==> src/rtl/tts_pkg.sv <==
`timescale 1ns / 1ps
// ----------------------------------------------------------------------------
// tts_pkg
// Types and constants shared by the timer to sample timestamp block.
// ----------------------------------------------------------------------------
package tts_pkg;

    localparam int TICK_W   = 32;
    localparam int SAMPLE_W = 64;
    localparam int RATIO_W  = 32;
    localparam int FUNC_W   = 2;
    localparam int CFG_IDX_W  = 4;
    localparam int CFG_DATA_W = 32;

    localparam logic [FUNC_W-1:0] FUNC_PUBLISH = 2'd0;
    localparam logic [FUNC_W-1:0] FUNC_CONVERT = 2'd1;
    localparam logic [FUNC_W-1:0] FUNC_GUARDED = 2'd2;

    localparam logic [CFG_IDX_W-1:0] CFG_RATIO_IDX = 4'd0;
    localparam logic [CFG_IDX_W-1:0] CFG_GUARD_IDX = 4'd1;

    typedef struct packed {
        logic [RATIO_W-1:0] samples_per_tick_q32;
        logic [31:0]        guard_samples;
    } cfg_t;

    typedef struct packed {
        logic                  ok;
        logic                  neg;
        logic                  guarded;
        logic [63:0]           prod;
        logic [SAMPLE_W-1:0]   anchor_sample;
    } prod_t;

    typedef struct packed {
        logic                ok;
        logic                guarded;
        logic [SAMPLE_W-1:0] t;
    } sum_t;

endpackage

==> src/rtl/tts_req_if.sv <==
`timescale 1ns / 1ps
// ----------------------------------------------------------------------------
// tts_req_if
// Input item channel: function code, timer tick and audio sample.
// ----------------------------------------------------------------------------
interface tts_req_if;
    import tts_pkg::*;

    logic                valid;
    logic                ready;
    logic [FUNC_W-1:0]   func;
    logic [TICK_W-1:0]   timer_tick;
    logic [SAMPLE_W-1:0] sample_idx;

    modport source (output valid, output func, output timer_tick, output sample_idx,
                    input ready);
    modport sink (input valid, input func, input timer_tick, input sample_idx,
                  output ready);
endinterface

==> src/rtl/tts_rsp_if.sv <==
`timescale 1ns / 1ps
// ----------------------------------------------------------------------------
// tts_rsp_if
// Result channel: status flag and converted sample time.
// ----------------------------------------------------------------------------
interface tts_rsp_if;
    import tts_pkg::*;

    logic                valid;
    logic                ready;
    logic                ok;
    logic [SAMPLE_W-1:0] sample_stamp;

    modport source (output valid, output ok, output sample_stamp, input ready);
    modport sink (input valid, input ok, input sample_stamp, output ready);
endinterface

==> src/rtl/tts_cfg_if.sv <==
`timescale 1ns / 1ps
// ----------------------------------------------------------------------------
// tts_cfg_if
// Configuration write channel: register index and write data.
// ----------------------------------------------------------------------------
interface tts_cfg_if;
    import tts_pkg::*;

    logic                  valid;
    logic                  ready;
    logic [CFG_IDX_W-1:0]  index;
    logic [CFG_DATA_W-1:0] data;

    modport source (output valid, output index, output data, input ready);
    modport sink (input valid, input index, input data, output ready);
endinterface

==> src/rtl/tts_cfg_regs.sv <==
`timescale 1ns / 1ps
// ----------------------------------------------------------------------------
// tts_cfg_regs
// Holds the ratio and guard registers written through the configuration port.
// ----------------------------------------------------------------------------
module tts_cfg_regs
(
    input  logic         clk,
    input  logic         rst_n,
    tts_cfg_if.sink      cfg,
    output tts_pkg::cfg_t regs
);
    import tts_pkg::*;

    cfg_t regs_reg;
    cfg_t regs_next;

    assign cfg.ready = 1'b1;
    assign regs      = regs_reg;

    always_comb
    begin
        regs_next = regs_reg;
        if (cfg.valid)
        begin
            unique case (cfg.index)
                CFG_RATIO_IDX: regs_next.samples_per_tick_q32 = cfg.data;
                CFG_GUARD_IDX: regs_next.guard_samples        = cfg.data;
                default:       regs_next = regs_reg;
            endcase
        end
    end

    always_ff @(posedge clk or negedge rst_n)
    begin
        if (!rst_n)
        begin
            regs_reg <= '0;
        end
        else
        begin
            regs_reg <= regs_next;
        end
    end
endmodule

==> src/rtl/tts_front.sv <==
`timescale 1ns / 1ps
// ----------------------------------------------------------------------------
// tts_front
// Input register, anchor storage, tick difference and ratio multiplication.
// ----------------------------------------------------------------------------
module tts_front
(
    input  logic          clk,
    input  logic          rst_n,
    tts_req_if.sink       req,
    input  tts_pkg::cfg_t regs,
    input  logic          down_ready,
    output logic          prod_valid,
    output tts_pkg::prod_t prod
);
    import tts_pkg::*;

    logic                s1_valid_reg;
    logic [FUNC_W-1:0]   s1_func_reg;
    logic [TICK_W-1:0]   s1_tick_reg;
    logic [SAMPLE_W-1:0] s1_sample_reg;

    logic [TICK_W-1:0]   anchor_tick_reg;
    logic [SAMPLE_W-1:0] anchor_sample_reg;
    logic                anchor_valid_reg;

    logic                prod_valid_reg;
    prod_t               prod_reg;
    prod_t               prod_next;

    logic                s2_ready;
    logic                s1_ready;
    logic                advance;
    logic                is_publish;
    logic                is_convert;
    logic [TICK_W-1:0]   diff;
    logic [TICK_W-1:0]   mag;

    assign s2_ready   = !prod_valid_reg || down_ready;
    assign s1_ready   = !s1_valid_reg || s2_ready;
    assign advance    = s1_valid_reg && s2_ready;
    assign req.ready  = s1_ready;
    assign is_publish = (s1_func_reg == FUNC_PUBLISH);
    assign is_convert = (s1_func_reg == FUNC_CONVERT) || (s1_func_reg == FUNC_GUARDED);

    assign prod_valid = prod_valid_reg;
    assign prod       = prod_reg;

    always_comb
    begin
        diff = s1_tick_reg - anchor_tick_reg;
        mag  = diff[TICK_W-1] ? (~diff + 32'd1) : diff;
        prod_next.ok            = anchor_valid_reg && (regs.samples_per_tick_q32 != '0);
        prod_next.neg           = diff[TICK_W-1];
        prod_next.guarded       = (s1_func_reg == FUNC_GUARDED);
        prod_next.prod          = 64'(mag) * 64'(regs.samples_per_tick_q32);
        prod_next.anchor_sample = anchor_sample_reg;
    end

    always_ff @(posedge clk or negedge rst_n)
    begin
        if (!rst_n)
        begin
            s1_valid_reg      <= 1'b0;
            prod_valid_reg    <= 1'b0;
            anchor_valid_reg  <= 1'b0;
            anchor_tick_reg   <= '0;
            anchor_sample_reg <= '0;
        end
        else
        begin
            if (s1_ready)
            begin
                s1_valid_reg <= req.valid;
            end
            if (s2_ready)
            begin
                prod_valid_reg <= advance && is_convert;
            end
            if (advance && is_publish)
            begin
                anchor_tick_reg   <= s1_tick_reg;
                anchor_sample_reg <= s1_sample_reg;
                anchor_valid_reg  <= 1'b1;
            end
        end
    end

    always_ff @(posedge clk)
    begin
        if (s1_ready && req.valid)
        begin
            s1_func_reg   <= req.func;
            s1_tick_reg   <= req.timer_tick;
            s1_sample_reg <= req.sample_idx;
        end
        if (advance)
        begin
            prod_reg <= prod_next;
        end
    end
endmodule

==> src/rtl/tts_back.sv <==
`timescale 1ns / 1ps
// ----------------------------------------------------------------------------
// tts_back
// Rounding and anchor addition, then guard offset with saturation and the
// result register.
// ----------------------------------------------------------------------------
module tts_back
(
    input  logic           clk,
    input  logic           rst_n,
    input  logic           prod_valid,
    input  tts_pkg::prod_t prod,
    input  tts_pkg::cfg_t  regs,
    output logic           up_ready,
    tts_rsp_if.source      rsp
);
    import tts_pkg::*;

    logic                sum_valid_reg;
    sum_t                sum_reg;
    sum_t                sum_next;
    logic                out_valid_reg;
    logic                out_ok_reg;
    logic [SAMPLE_W-1:0] out_time_reg;
    logic [SAMPLE_W-1:0] out_time_next;

    logic                out_ready;
    logic                s3_ready;
    logic [31:0]         rmag;
    logic [SAMPLE_W:0]   guard_sum;

    assign out_ready = !out_valid_reg || rsp.ready;
    assign s3_ready  = !sum_valid_reg || out_ready;
    assign up_ready  = s3_ready;

    assign rsp.valid        = out_valid_reg;
    assign rsp.ok           = out_ok_reg;
    assign rsp.sample_stamp = out_time_reg;

    always_comb
    begin
        rmag = prod.prod[63:32] + {31'd0, prod.prod[31]};
        sum_next.ok      = prod.ok;
        sum_next.guarded = prod.guarded;
        if (!prod.ok)
        begin
            sum_next.t = '0;
        end
        else if (prod.neg)
        begin
            sum_next.t = prod.anchor_sample - {32'd0, rmag};
        end
        else
        begin
            sum_next.t = prod.anchor_sample + {32'd0, rmag};
        end
    end

    always_comb
    begin
        guard_sum = {1'b0, sum_reg.t} + {33'd0, regs.guard_samples};
        if (sum_reg.ok && sum_reg.guarded)
        begin
            out_time_next = guard_sum[SAMPLE_W] ? '1 : guard_sum[SAMPLE_W-1:0];
        end
        else
        begin
            out_time_next = sum_reg.t;
        end
    end

    always_ff @(posedge clk or negedge rst_n)
    begin
        if (!rst_n)
        begin
            sum_valid_reg <= 1'b0;
            out_valid_reg <= 1'b0;
        end
        else
        begin
            if (s3_ready)
            begin
                sum_valid_reg <= prod_valid;
            end
            if (out_ready)
            begin
                out_valid_reg <= sum_valid_reg;
            end
        end
    end

    always_ff @(posedge clk)
    begin
        if (s3_ready && prod_valid)
        begin
            sum_reg <= sum_next;
        end
        if (out_ready && sum_valid_reg)
        begin
            out_ok_reg   <= sum_reg.ok;
            out_time_reg <= out_time_next;
        end
    end
endmodule

==> src/rtl/timer_to_sample_timestamp.sv <==
`timescale 1ns / 1ps
// ----------------------------------------------------------------------------
// timer_to_sample_timestamp
// Throughput: one transaction per cycle while the sink keeps rsp.ready high,
// through a four-register pipeline (input, product, sum, result) that a convert
// result passes in order; publish transactions give no result.
// Reset clears the anchor valid flag, the anchor, both configuration
// registers and all pipeline valid flags.
// ----------------------------------------------------------------------------
module timer_to_sample_timestamp
(
    input  logic     clk,
    input  logic     rst_n,
    tts_req_if.sink  req,
    tts_rsp_if.source rsp,
    tts_cfg_if.sink  cfg
);
    import tts_pkg::*;

    cfg_t  regs;
    prod_t prod;
    logic  prod_valid;
    logic  back_ready;

    tts_cfg_regs u_cfg_regs
    (
        .clk   (clk),
        .rst_n (rst_n),
        .cfg   (cfg),
        .regs  (regs)
    );

    tts_front u_front
    (
        .clk        (clk),
        .rst_n      (rst_n),
        .req        (req),
        .regs       (regs),
        .down_ready (back_ready),
        .prod_valid (prod_valid),
        .prod       (prod)
    );

    tts_back u_back
    (
        .clk        (clk),
        .rst_n      (rst_n),
        .prod_valid (prod_valid),
        .prod       (prod),
        .regs       (regs),
        .up_ready   (back_ready),
        .rsp        (rsp)
    );
endmodule

==> src/flat_wrapper.sv <==
// flat-port wrapper written by rule: the top's interface ports become plain ports
module timer_to_sample_timestamp_flat import tts_pkg::*;
  (clk, rst_n, req_valid, req_func, req_timer_tick, req_sample_idx, req_ready, rsp_valid, rsp_ok, rsp_sample_stamp, rsp_ready, cfg_valid, cfg_index, cfg_data, cfg_ready);
  tts_req_if req_i ();
  tts_rsp_if rsp_i ();
  tts_cfg_if cfg_i ();
  input  logic clk;
  input  logic rst_n;
  input wire logic [$bits(req_i.valid)-1:0] req_valid;
  input wire logic [$bits(req_i.func)-1:0] req_func;
  input wire logic [$bits(req_i.timer_tick)-1:0] req_timer_tick;
  input wire logic [$bits(req_i.sample_idx)-1:0] req_sample_idx;
  output wire logic [$bits(req_i.ready)-1:0] req_ready;
  output wire logic [$bits(rsp_i.valid)-1:0] rsp_valid;
  output wire logic [$bits(rsp_i.ok)-1:0] rsp_ok;
  output wire logic [$bits(rsp_i.sample_stamp)-1:0] rsp_sample_stamp;
  input wire logic [$bits(rsp_i.ready)-1:0] rsp_ready;
  input wire logic [$bits(cfg_i.valid)-1:0] cfg_valid;
  input wire logic [$bits(cfg_i.index)-1:0] cfg_index;
  input wire logic [$bits(cfg_i.data)-1:0] cfg_data;
  output wire logic [$bits(cfg_i.ready)-1:0] cfg_ready;
  assign req_i.valid = req_valid;
  assign req_i.func = req_func;
  assign req_i.timer_tick = req_timer_tick;
  assign req_i.sample_idx = req_sample_idx;
  assign req_ready = req_i.ready;
  assign rsp_valid = rsp_i.valid;
  assign rsp_ok = rsp_i.ok;
  assign rsp_sample_stamp = rsp_i.sample_stamp;
  assign rsp_i.ready = rsp_ready;
  assign cfg_i.valid = cfg_valid;
  assign cfg_i.index = cfg_index;
  assign cfg_i.data = cfg_data;
  assign cfg_ready = cfg_i.ready;
  timer_to_sample_timestamp u_core (.clk(clk), .rst_n(rst_n), .req(req_i), .rsp(rsp_i), .cfg(cfg_i));
endmodule
==> config.mk <==
export PLATFORM = sky130hd
export DESIGN_NAME = timer_to_sample_timestamp_flat
export DESIGN_NICKNAME = d
export VERILOG_FILES = /design/src/rtl/tts_pkg.sv /design/src/rtl/tts_req_if.sv /design/src/rtl/tts_rsp_if.sv /design/src/rtl/tts_cfg_if.sv /design/src/rtl/tts_cfg_regs.sv /design/src/rtl/tts_front.sv /design/src/rtl/tts_back.sv /design/src/rtl/timer_to_sample_timestamp.sv /design/src/flat_wrapper.sv
export SDC_FILE = /design/constraint.sdc
export NUM_CORES = 2
export LEC_CHECK = 0
export ABC_CLOCK_PERIOD_IN_PS = 10000
export BUFFER_PORTS_ARGS = -buffer_cell sky130_fd_sc_hd__buf_2
export CORE_MARGIN = 4
export CORE_UTILIZATION = 40
export CTS_BUF_LIST = sky130_fd_sc_hd__clkbuf_4 sky130_fd_sc_hd__clkbuf_8
export DETAILED_ROUTE_END_ITERATION = 10
export GPL_ROUTABILITY_DRIVEN = 0
export SYNTH_ARGS = -nofsm -noshare
export SYNTH_HDL_FRONTEND = slang
export SYNTH_SLANG_ARGS = --single-unit
==> constraint.sdc <==
create_clock -name clk -period 10 [get_ports clk]
set_clock_uncertainty 0.05 [all_clocks]
set_input_delay 0.5 -clock clk [delete_from_list [all_inputs] [get_ports clk]]
set_output_delay 0.5 -clock clk [all_outputs]
set_load 0.1 [all_outputs]
==> flow_summary.toml <==
[floorplan]
chipHeight_um = 397
dieWidth_um = 397
core_mm2 = 0.150
die_area_mm2 = 0.158
pin_count = 207
fp-row-count = 142
start_util = 0.403

[yosys]
synth_area_mm2 = 0.0606
synth_edf_count = 329
ys_warn_count = 0
synth-simple-area-share = 0.153
synth_top_family_by_area = "adder cells"
synth.avg_cell_area_um2 = 9.79
synth.distinct_cells = 98
synth_nets = 7614
synth_compound_area_frac = 0.0855
ys_seq_area_frac = 0.231
ys.flop_type = "edfxtp_1"
muxShareOfSynthArea = 0.0340
ys_ff_latch = 494
async_flop_share = 0.334
synth_fa_ha_area_frac = 0.378
synthCells = 6184
synth_xor_area_frac = 0.0343

[place]
io_buffers = 205
placed_area_mm2 = 0.0671
dp.final_hpwl_um = 142000

[clock_tree]
clock_sinks = 494
clk_latency_ns = 0.78
htreeDepth = 3
cts_buffers = 82
clockBufferDepth = 3
tritoncts = "built"
clk_pin_slew_ns = 0.06
cts_root_buffer = "clkbuf_8"

[detailed_routing]
drt_wl_total_um = 178000
vias = 46200
firstDrtPassIters = 6
drc = 0
wl_per_cell_um = 19.9
vias_per_cell = 5.18
drt_iter0_markers = 3045
ant_nets = 0

[job]
maxCapViolCount = 0

[setup_path]
reg2reg_slack_ns = -0.27
end_kind = "flop"
r2r_end = "u_core.u_front.prod[123]"
worstRegToRegCells = 35
path_common_cell = "fa_1"
critPathCapture = "u_core.u_front.prod[123]"
critPathTopFamily = "adder cells"
cp_max_fo = 6
timing.rr.start = "u_core.u_front.anchor_tick_reg[0]"
cp.required_ns = 10.43
cp_slowest_cell = "fa_1"
critPathLaunchType = "flop"
cp.depth = 35
path_class = "flop to flop"
path_buf_inv = 6
crit_start = "u_core.u_front.anchor_tick_reg[0]"
critPathArrivalTime_ns = 10.69
max_stage_delay_ns = 0.57

[status]
violations = "setup timing"
status = "complete, but fails checks"

[worst_hold_path]
hold_path_class = "primary input to flop"

[final_layout]
final_area_mm2 = 0.0730
mostFrequentLayoutCells = "inv_1, fa_1, nand2_1"
drive_above_1_share = 0.204
nNetsFinal = 8269
final_common_cell = "inv_1"
syn2layout_area_growth_pct = 20.5
largest_reg_flops = 100

[timing]
finalCriticalPeriod_ns = 10.27
hold_viol = 0
clock.fmax_mhz = 97.4
setup_viol = 20
rsz0062_at_grt = "true"
max-slew-margin-rel = 0.0566
tightestPinTransition_ns = 1.42
fin_crit_sh = 1.03
setup_slack_ns = -0.269
slew_violations = 0

[global_route]
grt_pass1_wl_um = 280000
grt_pass1_vias = 48200
grt_max_degree = 79
gr-usage-all-layers = 0.227
grt_overflow_total = 0
antenna_found_initial = 10
-- synthesized netlist by cell type, types with 19 or more instances --
master,number,area share
inv_1,1026,0.064
fa_1,898,0.30
nand2_1,704,0.044
and2_1,506,0.052
ha_1,393,0.081
edfxtp_1,329,0.16
clkbuf_1,265,0.016
a21oi_1,235,0.019
nor2_1,223,0.014
a21o_1,176,0.022
mux2_2,173,0.032
dfrtp_1,165,0.068
xnor2_1,138,0.020
o21ai_0,101,0.0083
xor2_1,97,0.014
nand3_1,77,0.0064
a31oi_1,76,0.0079
nand4_1,56,0.0058
nor2b_1,54,0.0056
nor3_1,54,0.0045
and3_1,52,0.0054
nand2b_1,42,0.0043
o21bai_1,35,0.0043
buf_2,27,0.0022
o21a_1,22,0.0027
nor4_1,19,0.0020
-- layer usage --
metal,share of wire,global-route usage,up-vias,wire length [µm]
met2,0.44,0.346,1467,78400
met4,0.028,0.0583,6,4990
met1,0.46,0.333,23400,81200
li1,-,-,21100,-
met3,0.074,0.0416,272,13100
met5,0.0010,0.00739,-,182
-- worst reg2reg max path, delay by kind of cell, from the launching register on --
family	cells	cell delay [ns]
AOI/OAI and AO/OA	5	0.84
xor gates and xnor gates	2	0.35
adders and majority gates	10	4.56
buffers and inverters	6	0.65
DFF	1	0.38
and+or+nand+nor	12	3.16
-- cell families after synthesis --
logic type	after synthesis
and+or+nand+nor	1850
buffers and inverters	1338
adders and majority gates	1291
AOI/OAI and AO/OA	790
DFF	494
xor gates and xnor gates	236
muxes	184
other	1
-- worst min path at each step --
stage,startpoint,to,slack (ns),cells past startpoint
6_report,cfg_data[2],u_core.u_cfg_regs.regs[2],0.11,2
5_1_grt,cfg_data[2],u_core.u_cfg_regs.regs[2],0.07,2
4_1_cts,cfg_data[2],u_core.u_cfg_regs.regs[2],0.03,2
3_5_place_dp,u_core.u_front.anchor_sample_reg[48],u_core.u_front.prod[48],0.38,0
3_3_place_gp,u_core.u_front.prod[128],u_core.u_back.sum_reg[64],0.36,0
2_1_floorplan,rst_n,u_core.u_back.rsp.valid,0.15,0
-- metrics by stage --
| step | setup slack [ns] | cells | hold slack [ns] | TNS [ns] | utilization |
|---|---|---|---|---|---|
| finish | -0.269 | 8929 | 0.108 | -2.72 | 0.486 |
| global route | -0.601 | 8927 | 0.0746 | -12.04 | 0.486 |
| CTS | -0.244 | 8897 | 0.0273 | -2.32 | 0.478 |
| detailed placement | -1.01 | 8572 | 0.375 | -19.45 | 0.447 |
| global placement | -1.02 | 8572 | 0.361 | -16.66 | 0.447 |
| floorplan | 0.0168 | 6184 | 0.154 | 0 | - |
-- cell type report --
| class | count | area (µm²) |
|---|---|---|
| timing repair buffer | 881 | 7200 |
| tap | 2016 | 2520 |
| inverter | 1027 | 3850 |
| multi-input combinational | 4353 | 43600 |
| fill | 13800 | 77100 |
| clock buffer | 122 | 1490 |
| clock inverter | 30 | 327 |
| sequential | 494 | 14000 |
| antenna | 6 | 15.0 |
-- timing repair --
action / CTS / global route
endpoints found under the setup margin: 31 / 32
gates cloned: 4 / 1
endpoints found under the hold margin: 215 / 0
gates resized for setup: 234 / 215
pin swaps: 81 / 109
hold buffers: 130 / 0
setup buffers: 46 / 33
Power is not shown: default switching activity piles up to over one toggle a cycle in this logic, so the estimate is an artifact.
